## src/design/rlf_pkg.sv

```systemverilog
// Package for the RGB linear fader: word types, control struct and constants.
// No dependencies; imported by rlf_channel and rgb_linear_fader.
package rlf_pkg;

    localparam int LEVEL_W = 8;
    // Signed step accumulator: holds diff * step with |diff| <= 255, step <= 256.
    localparam int ACC_W = 17;
    // Quotient bits kept from the reciprocal multiply; the magnitude never exceeds a level.
    localparam int QUOT_W = 8;
    // Fraction bits of the reciprocal; exact floor for dividends below 2^17.
    localparam int RECIP_SHIFT = 26;

    localparam logic [LEVEL_W-1:0] DELAY_RESET = 8'd2;

    typedef enum logic {
        OP_TICK = 1'b0,
        OP_FADE = 1'b1
    } op_t;

    typedef struct packed {
        op_t                operation;
        logic [LEVEL_W-1:0] new_red;
        logic [LEVEL_W-1:0] new_green;
        logic [LEVEL_W-1:0] new_blue;
    } in_word_t;

    typedef struct packed {
        logic [LEVEL_W-1:0] out_red;
        logic [LEVEL_W-1:0] out_green;
        logic [LEVEL_W-1:0] out_blue;
        logic               fading;
    } out_word_t;

    // Per-cycle commands from the fade sequencer to each channel.
    typedef struct packed {
        logic load;     // latch start and goal, restart the accumulator
        logic advance;  // take one fade step
        logic snap;     // final step: jump to the goal
    } ctrl_t;

endpackage

```

## src/design/rlf_channel.sv

```systemverilog
// One color channel of the fader: level, start, goal and step accumulator,
// with the floor division by the step count done as a reciprocal multiply.
// Depends on rlf_pkg.
module rlf_channel
    import rlf_pkg::*;
#(
    parameter int FADE_STEPS = 100
)
(
    input  logic               clk,
    input  logic               rst_n,
    input  ctrl_t              ctrl,
    input  logic [LEVEL_W-1:0] new_level,
    output logic [LEVEL_W-1:0] level_next,
    output logic               matches_new
);

    localparam int RECIP_W = RECIP_SHIFT + 1;
    localparam logic [RECIP_W-1:0] RECIP =
        RECIP_W'(((64'd1 << RECIP_SHIFT) + 64'(FADE_STEPS) - 64'd1) / 64'(FADE_STEPS));
    localparam logic [ACC_W-1:0] ROUND_UP = ACC_W'(FADE_STEPS - 1);
    localparam int PROD_W = ACC_W + RECIP_W;

    logic [LEVEL_W-1:0]      level_reg;
    logic [LEVEL_W-1:0]      start_reg;
    logic [LEVEL_W-1:0]      goal_reg;
    logic signed [ACC_W-1:0] acc_reg;     // diff * (step about to be taken)
    logic signed [ACC_W-1:0] acc_next;

    logic signed [ACC_W-1:0] diff;
    logic                    acc_neg;
    logic [ACC_W-1:0]        dividend;
    logic [PROD_W-1:0]       prod;
    logic [QUOT_W-1:0]       quot;
    logic [LEVEL_W-1:0]      interp;

    assign matches_new = (new_level == level_reg);

    // Step difference of the running fade
    assign diff = $signed({{(ACC_W-LEVEL_W){1'b0}}, goal_reg})
                - $signed({{(ACC_W-LEVEL_W){1'b0}}, start_reg});

    // Floor division of the accumulator: ceil of the magnitude when negative
    assign acc_neg  = acc_reg[ACC_W-1];
    assign dividend = acc_neg ? ((-acc_reg) + ROUND_UP) : acc_reg;
    assign prod     = PROD_W'(dividend) * PROD_W'(RECIP);
    assign quot     = prod[RECIP_SHIFT +: QUOT_W];
    assign interp   = acc_neg ? (start_reg - quot) : (start_reg + quot);

    // Select next level and accumulator
    always_comb
    begin
        level_next = level_reg;
        acc_next   = acc_reg;
        if (ctrl.load)
        begin
            acc_next = $signed({{(ACC_W-LEVEL_W){1'b0}}, new_level})
                     - $signed({{(ACC_W-LEVEL_W){1'b0}}, level_reg});
        end
        else if (ctrl.advance)
        begin
            level_next = ctrl.snap ? goal_reg : interp;
            acc_next   = acc_reg + diff;
        end
    end

    // Hold channel state
    always_ff @(posedge clk or negedge rst_n)
    begin
        if (!rst_n)
        begin
            level_reg <= '0;
            start_reg <= '0;
            goal_reg  <= '0;
            acc_reg   <= '0;
        end
        else
        begin
            level_reg <= level_next;
            acc_reg   <= acc_next;
            if (ctrl.load)
            begin
                start_reg <= level_reg;
                goal_reg  <= new_level;
            end
        end
    end

endmodule

```

## src/design/rgb_linear_fader.sv

```systemverilog
// RGB linear fader top level: input register, fade sequencer, three channels
// and the result register. Depends on rlf_pkg and rlf_channel.
//
// A word accepted into the input register moves into the result register when that
// register is empty or being taken, and its result word is then offered there.
// Throughput: one word per cycle while out_stall is low; input and result register decouple
// the two channels, and each word's state update is one pass through a channel.
// Reset: levels, start, goal, counters and fade flag clear; step_delay is 2.
module rgb_linear_fader
    import rlf_pkg::*;
#(
    parameter int FADE_STEPS = 100
)
(
    input  logic               clk,
    input  logic               rst_n,
    input  logic               cfg_write_en,
    input  logic [LEVEL_W-1:0] cfg_write_data,
    input  logic               in_valid,
    output logic               in_stall,
    input  in_word_t           in_word,
    output logic               out_valid,
    input  logic               out_stall,
    output out_word_t          out_word
);

    localparam logic [LEVEL_W:0] STEPS_LAST = (LEVEL_W+1)'(FADE_STEPS);

    logic [LEVEL_W-1:0] step_delay_reg;
    logic               in_valid_reg;
    in_word_t           in_word_reg;
    logic               out_valid_reg;
    out_word_t          out_word_reg;
    logic               active_reg;
    logic               active_next;
    logic [LEVEL_W-1:0] step_count_reg;
    logic [LEVEL_W-1:0] step_count_next;
    logic [LEVEL_W-1:0] wait_count_reg;
    logic [LEVEL_W-1:0] wait_count_next;

    logic               out_free;
    logic               accept;
    logic               process;
    logic               all_match;
    logic               tick;
    logic [LEVEL_W:0]   step_inc;
    ctrl_t              ctrl;

    logic [LEVEL_W-1:0] next_r, next_g, next_b;
    logic               match_r, match_g, match_b;

    // Handshake: advance when the result register is empty or being taken
    assign out_free  = !out_valid_reg || !out_stall;
    assign in_stall  = in_valid_reg && !out_free;
    assign accept    = in_valid && !in_stall;
    assign process   = in_valid_reg && out_free;
    assign out_valid = out_valid_reg;
    assign out_word  = out_word_reg;

    // Fade sequencer
    assign all_match = match_r && match_g && match_b;
    assign tick      = process && (in_word_reg.operation == OP_TICK) && active_reg;
    assign step_inc  = {1'b0, step_count_reg} + 1'b1;

    always_comb
    begin
        ctrl            = '0;
        active_next     = active_reg;
        step_count_next = step_count_reg;
        wait_count_next = wait_count_reg;
        if (process && (in_word_reg.operation == OP_FADE) && !all_match)
        begin
            ctrl.load       = 1'b1;
            active_next     = 1'b1;
            step_count_next = '0;
            wait_count_next = step_delay_reg;
        end
        else if (tick)
        begin
            if (wait_count_reg == '0)
            begin
                ctrl.advance    = 1'b1;
                ctrl.snap       = (step_inc >= STEPS_LAST);
                active_next     = !ctrl.snap;
                step_count_next = step_inc[LEVEL_W-1:0];
                wait_count_next = step_delay_reg;
            end
            else
            begin
                wait_count_next = wait_count_reg - 1'b1;
            end
        end
    end

    rlf_channel #(.FADE_STEPS(FADE_STEPS)) u_red (
        .clk         (clk),
        .rst_n       (rst_n),
        .ctrl        (ctrl),
        .new_level   (in_word_reg.new_red),
        .level_next  (next_r),
        .matches_new (match_r)
    );

    rlf_channel #(.FADE_STEPS(FADE_STEPS)) u_green (
        .clk         (clk),
        .rst_n       (rst_n),
        .ctrl        (ctrl),
        .new_level   (in_word_reg.new_green),
        .level_next  (next_g),
        .matches_new (match_g)
    );

    rlf_channel #(.FADE_STEPS(FADE_STEPS)) u_blue (
        .clk         (clk),
        .rst_n       (rst_n),
        .ctrl        (ctrl),
        .new_level   (in_word_reg.new_blue),
        .level_next  (next_b),
        .matches_new (match_b)
    );

    // Configuration: drop zero writes
    always_ff @(posedge clk or negedge rst_n)
    begin
        if (!rst_n)
        begin
            step_delay_reg <= DELAY_RESET;
        end
        else if (cfg_write_en && (cfg_write_data != '0))
        begin
            step_delay_reg <= cfg_write_data;
        end
    end

    // Sequencer state
    always_ff @(posedge clk or negedge rst_n)
    begin
        if (!rst_n)
        begin
            active_reg     <= 1'b0;
            step_count_reg <= '0;
            wait_count_reg <= '0;
        end
        else
        begin
            active_reg     <= active_next;
            step_count_reg <= step_count_next;
            wait_count_reg <= wait_count_next;
        end
    end

    // Input register
    always_ff @(posedge clk or negedge rst_n)
    begin
        if (!rst_n)
        begin
            in_valid_reg <= 1'b0;
        end
        else if (accept)
        begin
            in_valid_reg <= 1'b1;
        end
        else if (process)
        begin
            in_valid_reg <= 1'b0;
        end
    end

    always_ff @(posedge clk)
    begin
        if (accept)
        begin
            in_word_reg <= in_word;
        end
    end

    // Result register
    always_ff @(posedge clk or negedge rst_n)
    begin
        if (!rst_n)
        begin
            out_valid_reg <= 1'b0;
        end
        else if (process)
        begin
            out_valid_reg <= 1'b1;
        end
        else if (!out_stall)
        begin
            out_valid_reg <= 1'b0;
        end
    end

    always_ff @(posedge clk)
    begin
        if (process)
        begin
            out_word_reg.out_red   <= next_r;
            out_word_reg.out_green <= next_g;
            out_word_reg.out_blue  <= next_b;
            out_word_reg.fading    <= active_next;
        end
    end

endmodule

```

## config.mk

```make
export PLATFORM = sky130hd
export DESIGN_NAME = rgb_linear_fader
export DESIGN_NICKNAME = d
export VERILOG_FILES = /design/src/design/rlf_pkg.sv /design/src/design/rlf_channel.sv /design/src/design/rgb_linear_fader.sv
export SDC_FILE = /design/constraint.sdc
export NUM_CORES = 1
export LEC_CHECK = 0
export ABC_AREA = 1
export CAP_MARGIN = 20
export CORE_MARGIN = 2
export CORE_UTILIZATION = 38
export DETAILED_ROUTE_END_ITERATION = 8
export DONT_BUFFER_PORTS = 1
export PLACE_DENSITY = 0.49
export RECOVER_POWER = 100
export SLEW_MARGIN = 20
export SYNTH_ARGS = -nofsm -noshare
export SYNTH_HDL_FRONTEND = slang
export SYNTH_SLANG_ARGS = --single-unit
```

## constraint.sdc

```tcl
create_clock -name clk -period 13.9 [get_ports clk]
set_clock_uncertainty 0.15 [all_clocks]
set_input_delay 0.695 -clock clk [delete_from_list [all_inputs] [get_ports clk]]
set_output_delay 0.695 -clock clk [all_outputs]
set_load 0.02 [all_outputs]
```

# ---- Word-level counts from Yosys, hierarchy flattened
# Index checks and enable logic that the tools add are counted.
dict set report totals {
  reg_bits 200
  mem_bits_rw 0
  romBits 0
  input_bits 38
  n_memories 0
  out_inout_bits 27
  latch_bits 0
  wordCells 120
}
dict set report op_classes {
  div_mod_pow 0
  n_lt_le_gt_ge 1
  n_eq_ne 4
  muxes 38
  shifts 0
  bitwise_logic 1
  multipliers 3
  reduce_logical 24
  n_addsub 23
}
# op count
set ops {}
lappend ops {{two-way mux 17 bit} 9}
lappend ops {{two-way mux 8 bit} 18}
lappend ops {{multiplier 17 x 20 -> 34 bit, second input constant} 3}
lappend ops {{subtractor 8 x 8 -> 9 bit} 6}
lappend ops {{adder 17 bit} 3}
lappend ops {{adder 17 x 7 -> 17 bit, second input constant} 3}
lappend ops {{negator 17 bit} 3}
lappend ops {{adder 8 bit} 3}
lappend ops {{== test 8 bit} 3}
lappend ops {{subtractor 8 bit} 3}
lappend ops {{logical AND 1 bit} 10}
lappend ops {{adder 8 x 1 -> 9 bit, second input constant} 1}
lappend ops {{greater-or-equal comparator 9 x 7 -> 1 bit, second input constant} 1}
lappend ops {{logical NOT 8 bit} 1}
lappend ops {{two-way mux 1 bit} 8}
lappend ops {{nonzero test 2 bit} 4}
lappend ops {{nonzero test 8 bit} 1}
lappend ops {{subtractor 8 x 1 -> 8 bit, second input constant} 1}
lappend ops {{logical NOT 1 bit} 6}
lappend ops {{two-way mux 2 bit} 3}
lappend ops {{!= test 2 x 1 -> 1 bit, second input constant} 1}
lappend ops {{AND reduction 2 bit} 1}
lappend ops {{logical OR 1 bit} 1}
lappend ops {{inverter 1 bit} 1}

# ---- Depth between registers and ports, before layout
dict set report logic_depth {
  ltp_word 10
  depth_mapped 52
  ltp_nobuf 52
}

# ---- Cells and area by module
# Synthesis repeated with hierarchy kept, for this count alone.
dict set report hier_totals {
  hier_cells 3871
  hier_area_um2 31136.1
}
# mod area_each_um2 seq_area_each_um2 cells_per_inst instances
set by_module_without_submodules {}
lappend by_module_without_submodules {{rlf_channel (u_green)} 9489.1 1026.0 1225 1}
lappend by_module_without_submodules {{rlf_channel (u_blue)} 9340.2 1026.0 1208 1}
lappend by_module_without_submodules {{rlf_channel (u_red)} 9282.7 1026.0 1179 1}
lappend by_module_without_submodules {rgb_linear_fader 3024.2 2178.3 259 1}

# ---- Least setup slack after synthesis
# OpenSTA, ideal clock, no wires.
dict set report synth_path {
  path_type {flip-flop to flip-flop}
  startpoint {reg u_red.acc_reg[2]}
  endpoint {reg out_word_reg (netlist bit out_word[24]), data pin}
  path_stages_with_launch 49
  t_arrival_ps 7915
  n_path_buf 0
  required_ps 13493
  period_less_slack_ps 8322
  setup_ps 257
  slack_ps 5578
  path_cell_list {dfrtp_1 -> inv_1 -> ha_1 -> nand2_1 -> nand2_1 -> nand2_1 -> xor2_1 -> inv_1 -> fa_1 -> inv_1 -> fa_1 -> inv_1 -> fa_1 -> fa_1 -> fa_1 -> inv_1 -> fa_1 -> inv_1 -> [13 not listed] -> nand3b_1 -> nand2_1 -> xor2_1 -> inv_1 -> ha_1 -> nand2_1 -> inv_1 -> a221oi_1 -> o21ai_0 -> nand3b_1 -> nand2_1 -> nand2_1 -> nand2_1 -> inv_1 -> nand3_1 -> nand3_1 -> nand2_1 -> nand2_1}
}
dict set report synth_between {
  elab_chain_len 9
  word_cells_on_any_way 10
  cone_classes {4 x add/sub; 1 x mul; 5 x mux}
}
# item line
set synth_rtl {}
lappend synth_rtl {{start, declared} rlf_channel.sv:27} ;# logic signed [ACC_W-1:0] acc_reg;
lappend synth_rtl {{start signal, assigned} rlf_channel.sv:80} ;# acc_reg <= acc_next;
lappend synth_rtl {{negator 17 bit} rlf_channel.sv:45} ;# assign dividend = acc_neg ? ((-acc_reg) + ROUND_UP) : acc_reg;
lappend synth_rtl {{adder 17 x 7 -> 17 bit} rlf_channel.sv:45}
lappend synth_rtl {{two-way mux 17 bit *} rlf_channel.sv:45}
lappend synth_rtl {{multiplier 17 x 20 -> 34 bit *} rlf_channel.sv:46} ;# assign prod = PROD_W'(dividend) * PROD_W'(RECIP);
lappend synth_rtl {{adder 8 bit or subtractor 8 bit (tied branches)} rlf_channel.sv:48} ;# assign interp = acc_neg ? (start_reg - quot) : (start_reg + quot);
lappend synth_rtl {{two-way mux 8 bit *} rlf_channel.sv:48}
lappend synth_rtl {{two-way mux 8 bit *} rlf_channel.sv:62} ;# level_next = ctrl.snap ? goal_reg : interp;
lappend synth_rtl {{two-way mux 8 bit *} rlf_channel.sv:60} ;# else if (ctrl.advance)
lappend synth_rtl {{two-way mux 8 bit *} rlf_channel.sv:55} ;# if (ctrl.load)
lappend synth_rtl {{via next_r[7]} rgb_linear_fader.sv:49} ;# logic [LEVEL_W-1:0] next_r, next_g, next_b;
lappend synth_rtl {{end, declared} rgb_linear_fader.sv:33} ;# out_word_t out_word_reg;
# Mark *: on every way through the listed nets, which the timed path passes. The rest lies on a longest branch.
# A chain may end at the register's enable or synchronous reset.

# ---- Worst setup path in the final report
dict set report layout_path {
  startpoint {reg u_green.acc_reg[2]}
  endpoint {reg out_word_reg (netlist bit out_word[16]), data pin}
}
dict set report layout_between {
  elab_chain_len 9
  word_cells_on_any_way 10
  cone_classes {4 x add/sub; 1 x mul; 5 x mux}
}
# item line
set layout_rtl {}
lappend layout_rtl {{start, declared} rlf_channel.sv:27}
lappend layout_rtl {{start signal, assigned} rlf_channel.sv:80}
lappend layout_rtl {{negator 17 bit} rlf_channel.sv:45}
lappend layout_rtl {{adder 17 x 7 -> 17 bit} rlf_channel.sv:45}
lappend layout_rtl {{two-way mux 17 bit *} rlf_channel.sv:45}
lappend layout_rtl {{multiplier 17 x 20 -> 34 bit *} rlf_channel.sv:46}
lappend layout_rtl {{adder 8 bit or subtractor 8 bit (tied branches)} rlf_channel.sv:48}
lappend layout_rtl {{two-way mux 8 bit *} rlf_channel.sv:48}
lappend layout_rtl {{two-way mux 8 bit *} rlf_channel.sv:62}
lappend layout_rtl {{two-way mux 8 bit *} rlf_channel.sv:60}
lappend layout_rtl {{two-way mux 8 bit *} rlf_channel.sv:55}
lappend layout_rtl {{via next_g[7]} rgb_linear_fader.sv:49}
# Marked as above.

==> metrics.md <==
| Metric | Value |
|---|---|
| EDFF count, synth | `50` |
| Final period utilization | `between 70% and 80%` |
| Syn Area/Cell | `8.05 um^2` |
| Die ar. | `around 0.083 mm^2` |
| Failing checks | `capacitance limit, slew limit` |
| Post-route ant nets | `0` |
| Chip Height | `around 290 um` |
| Synth Flop Type | `dfrtp_1` |
| Setup crit start kind | `flip-flop` |
| Status | `finished with violations` |
| Reg2Reg Setup Slack | `3930 ps` |
| Hold Path Origin | `in_word[22]` |
| Num Clock Sinks | `200` |
| Post-CTS setup buffers | `0` |
| Req. time, crit path | `around 14,000 ps` |
| Core area | `0.0804 mm^2` |
| Fin cells | `4,898` |
| Max_slew headroom | `-490%` |
| Synth async-reset ratio | `75.0%` |
| Tightest Pin Transition | `~8800 ps` |
| Vias in the first global route | `around 25,000` |
| Setup crit end kind | `flip-flop` |
| Worst hold slack | `139 ps` |
| Min-Delay Path Class | `input pin to flip-flop` |
| R2r endpoint | `out_word[16]$_DFFE_PP_` |
| Hold EP | `in_word_reg[22]$_DFFE_PP_` |
| WL per Instance | `17.2 um` |
| Dpl hpwl | `between 70,000 and 80,000 um` |
| Setup Total Neg Slack | `0 ps` |
| Fmax | `around 100 MHz` |
| Root Buffer | `clkbuf_16` |
| Critical path peak fanout | `7` |
| Commonest non-fill, non-tap cell in the layout | `inv_1` |
| Slew Viols, Final | `422` |
| DRC Markers | `0` |
| WHS Path Cells | `0` |
| Grt peak-use layer | `met2` |
| Commonest non-fill, non-tap cells in the layout | `inv_1, nand2_1, ha_1` |
| Largest area contributor in the netlist | `fa_1` |
| All-Layer GR Usage | `between 20% and 30%` |
| Top post-synthesis cells by area | `fa_1, ha_1, dfrtp_1` |
| DRT Pass-1 Iters | `5` |
| Largest net degree at the start of global routing | `151` |
| Met2 Resource Use GR | `34.3%` |
| Routed WL | `between 80,000 and 90,000 um` |
| CTS tree | `built` |
| Worst path slowest cell | `xor2_1` |
| FF-to-FF path depth | `46` |
| Yosys reg bits | `200` |
| Clock latency on the worst-skew pair | `roughly 500 ps` |
| Maximum clock path buffer count | `2` |
| Die span in x | `approximately 290 um` |
| Area delta synth->final | `6.16%` |
| CP Data Arrival Time | `roughly 10,000 ps` |
| Final nets | `about 4,700` |
| Yosys top cell area share | `a little over a fifth` |
| # rows | `~100` |
| Buffers plus inverters on the worst setup path | `7` |
| Family with the most delay on the worst path | `adder cells` |
| RePlAce Congestion | `just under 0.9` |
| Crit path time final | `around 10000 ps` |
| Critical path's largest stage delay | `850 ps` |
| Synthesis warning total | `0` |
| RSZ-0062 raised after global routing | `false` |
| Reg clk slew, reported paths | `~80 ps` |
| First-pass GRT wire length | `between 100,000 and 150,000 um` |
| Gate Count Post-Synth | `between 3,000 and 4,000` |
| Vias/cell | `4.88` |
| Cells after DPL | `4,863` |
| Iteration-0 DRC Markers | `1,253` |
| I/O Pins | `65` |
| Cell mode on critical path | `nand2_1` |
| Endpoints failing setup | `0` |
| Layout cell share with drive strength beyond 1 | `approximately 2.7%` |
| Unique masters post-synth | `56` |
| Initial antenna violation count | `10` |
| H-Tree Depth | `4` |
| Register area share after synthesis | `between 15 and 20%` |
| Total CTS buffers | `17` |
| Total congestion overflow | `0` |
| WS Path Type | `flip-flop to flip-flop` |
| Via Count | `approximately 24,000` |
| Max-cap violation count | `7` |
| Met1 global-route usage | `between 30% and 40%` |
| I/O Buffers | `0` |
| Worst reg2reg path startpoint | `u_green.acc_reg[2]$_DFFE_PN0P_` |
| Hold Vio Cnt, Final | `0` |
| Post-Synthesis Cell Area | `slightly above 0.03 mm^2` |
| Initial core utilization | `a little under two fifths` |
| Met3 global-route usage | `between 3 and 4%` |
==> synth_stat cells (6+ instances only) <==
cell type  number
a31oi_1        24
xnor2_1        39
nor3_2          6
inv_1         884
nand4_1        22
fa_1          328
edfxtp_1       50
a21o_1         14
a22oi_1        12
nand2_1       704
nand3_1       131
ha_1          507
o21bai_1       15
o21ai_0       148
o31ai_1         7
o21ai_1        39
xor2_1         95
a211oi_1        6
or2_2          20
nand2_2         9
buf_2          22
inv_2          17
a21oi_1       211
o21a_1          7
o22ai_1        10
nand3b_1       12
dfrtp_1       149
clkbuf_1       23
o211ai_1       18
nor3_1         42
nor2_1        211
==> per-stage QoR <==
step                      worst slack [ps]  cell area (um^2)  util (%)
final                                 3930             32700      40.7
after global routing                  3050             32700      40.7
after CTS                             3980             32800      40.7
after detailed placement              4030             32100      39.9
after global placement                4180             32100      39.9
after floorplan                       5580             30800         -
==> worst max-delay path by stage <==
stage / start / to / slack, ps / cells past startpoint
6_report: u_green.acc_reg[2]$_DFFE_PN0P_ / out_word[16]$_DFFE_PP_ / 3930 / 46
5_1_grt: u_green.acc_reg[2]$_DFFE_PN0P_ / out_word[16]$_DFFE_PP_ / 3050 / 46
4_1_cts: u_green.acc_reg[2]$_DFFE_PN0P_ / out_word[16]$_DFFE_PP_ / 3980 / 46
3_5_place_dp: u_green.acc_reg[2]$_DFFE_PN0P_ / out_word[16]$_DFFE_PP_ / 4030 / 46
3_3_place_gp: u_green.acc_reg[2]$_DFFE_PN0P_ / out_word[16]$_DFFE_PP_ / 4180 / 46
2_1_floorplan: u_red.acc_reg[2]$_DFFE_PN0P_ / out_word[24]$_DFFE_PP_ / 5580 / 48
==> area by class of cell <==
cell class	instances	area [um^2]
antenna	1	2.50
clock buffer	19	433
clock inverter	13	188
fill	8444	47700
inverter	902	3390
multi-input combinational	2678	22000
sequential	200	5260
tap	1060	1330
timing repair buffer	25	165
==> cell families (layout without fill, tap and decap cells) <==
group                    count (synthesis)  after routing  share of synthesized area [%]
AO/OA/AOI/OAI                          529            529                           9.63
XOR/XNOR                               134            134                           3.81
adder cells (fa/ha/maj)                835            835                           41.9
buffers and inverters                  952            959                           11.7
flip-flops                             200            200                           17.1
other                                    2              7                         0.0244
AND/OR/NAND/NOR                       1174           1174                           15.8
==> worst reg2reg max path, delay by kind of cell (launching register included) <==
kind	cells	cell delay, ps
XOR/XNOR	2	1030
adder cells (fa/ha/maj)	10	4190
AO/OA/AOI/OAI	4	680
AND/OR/NAND/NOR	23	2190
buffers and inverters	7	830
flip-flops	1	640
==> what timing repair did <==
item / 4_1_cts / 5_1_grt
resized for setup: 0 / 0
setup endpoints to repair: 0 / 0
endpoints found under the hold margin: 150 / 0
hold buffers: 1 / 0
==> layer usage <==
layer / vias to the layer above / routed length [um]
li1: 12100 / -
met1: 11500 / 41800
met2: 301 / 38600
met3: 62 / 3120
met4: 16 / 818
met5: - / 110
Power is left out: the tool's default activity adds up to more than one toggle a clock period on the data nets, which glitch-free logic cannot reach.
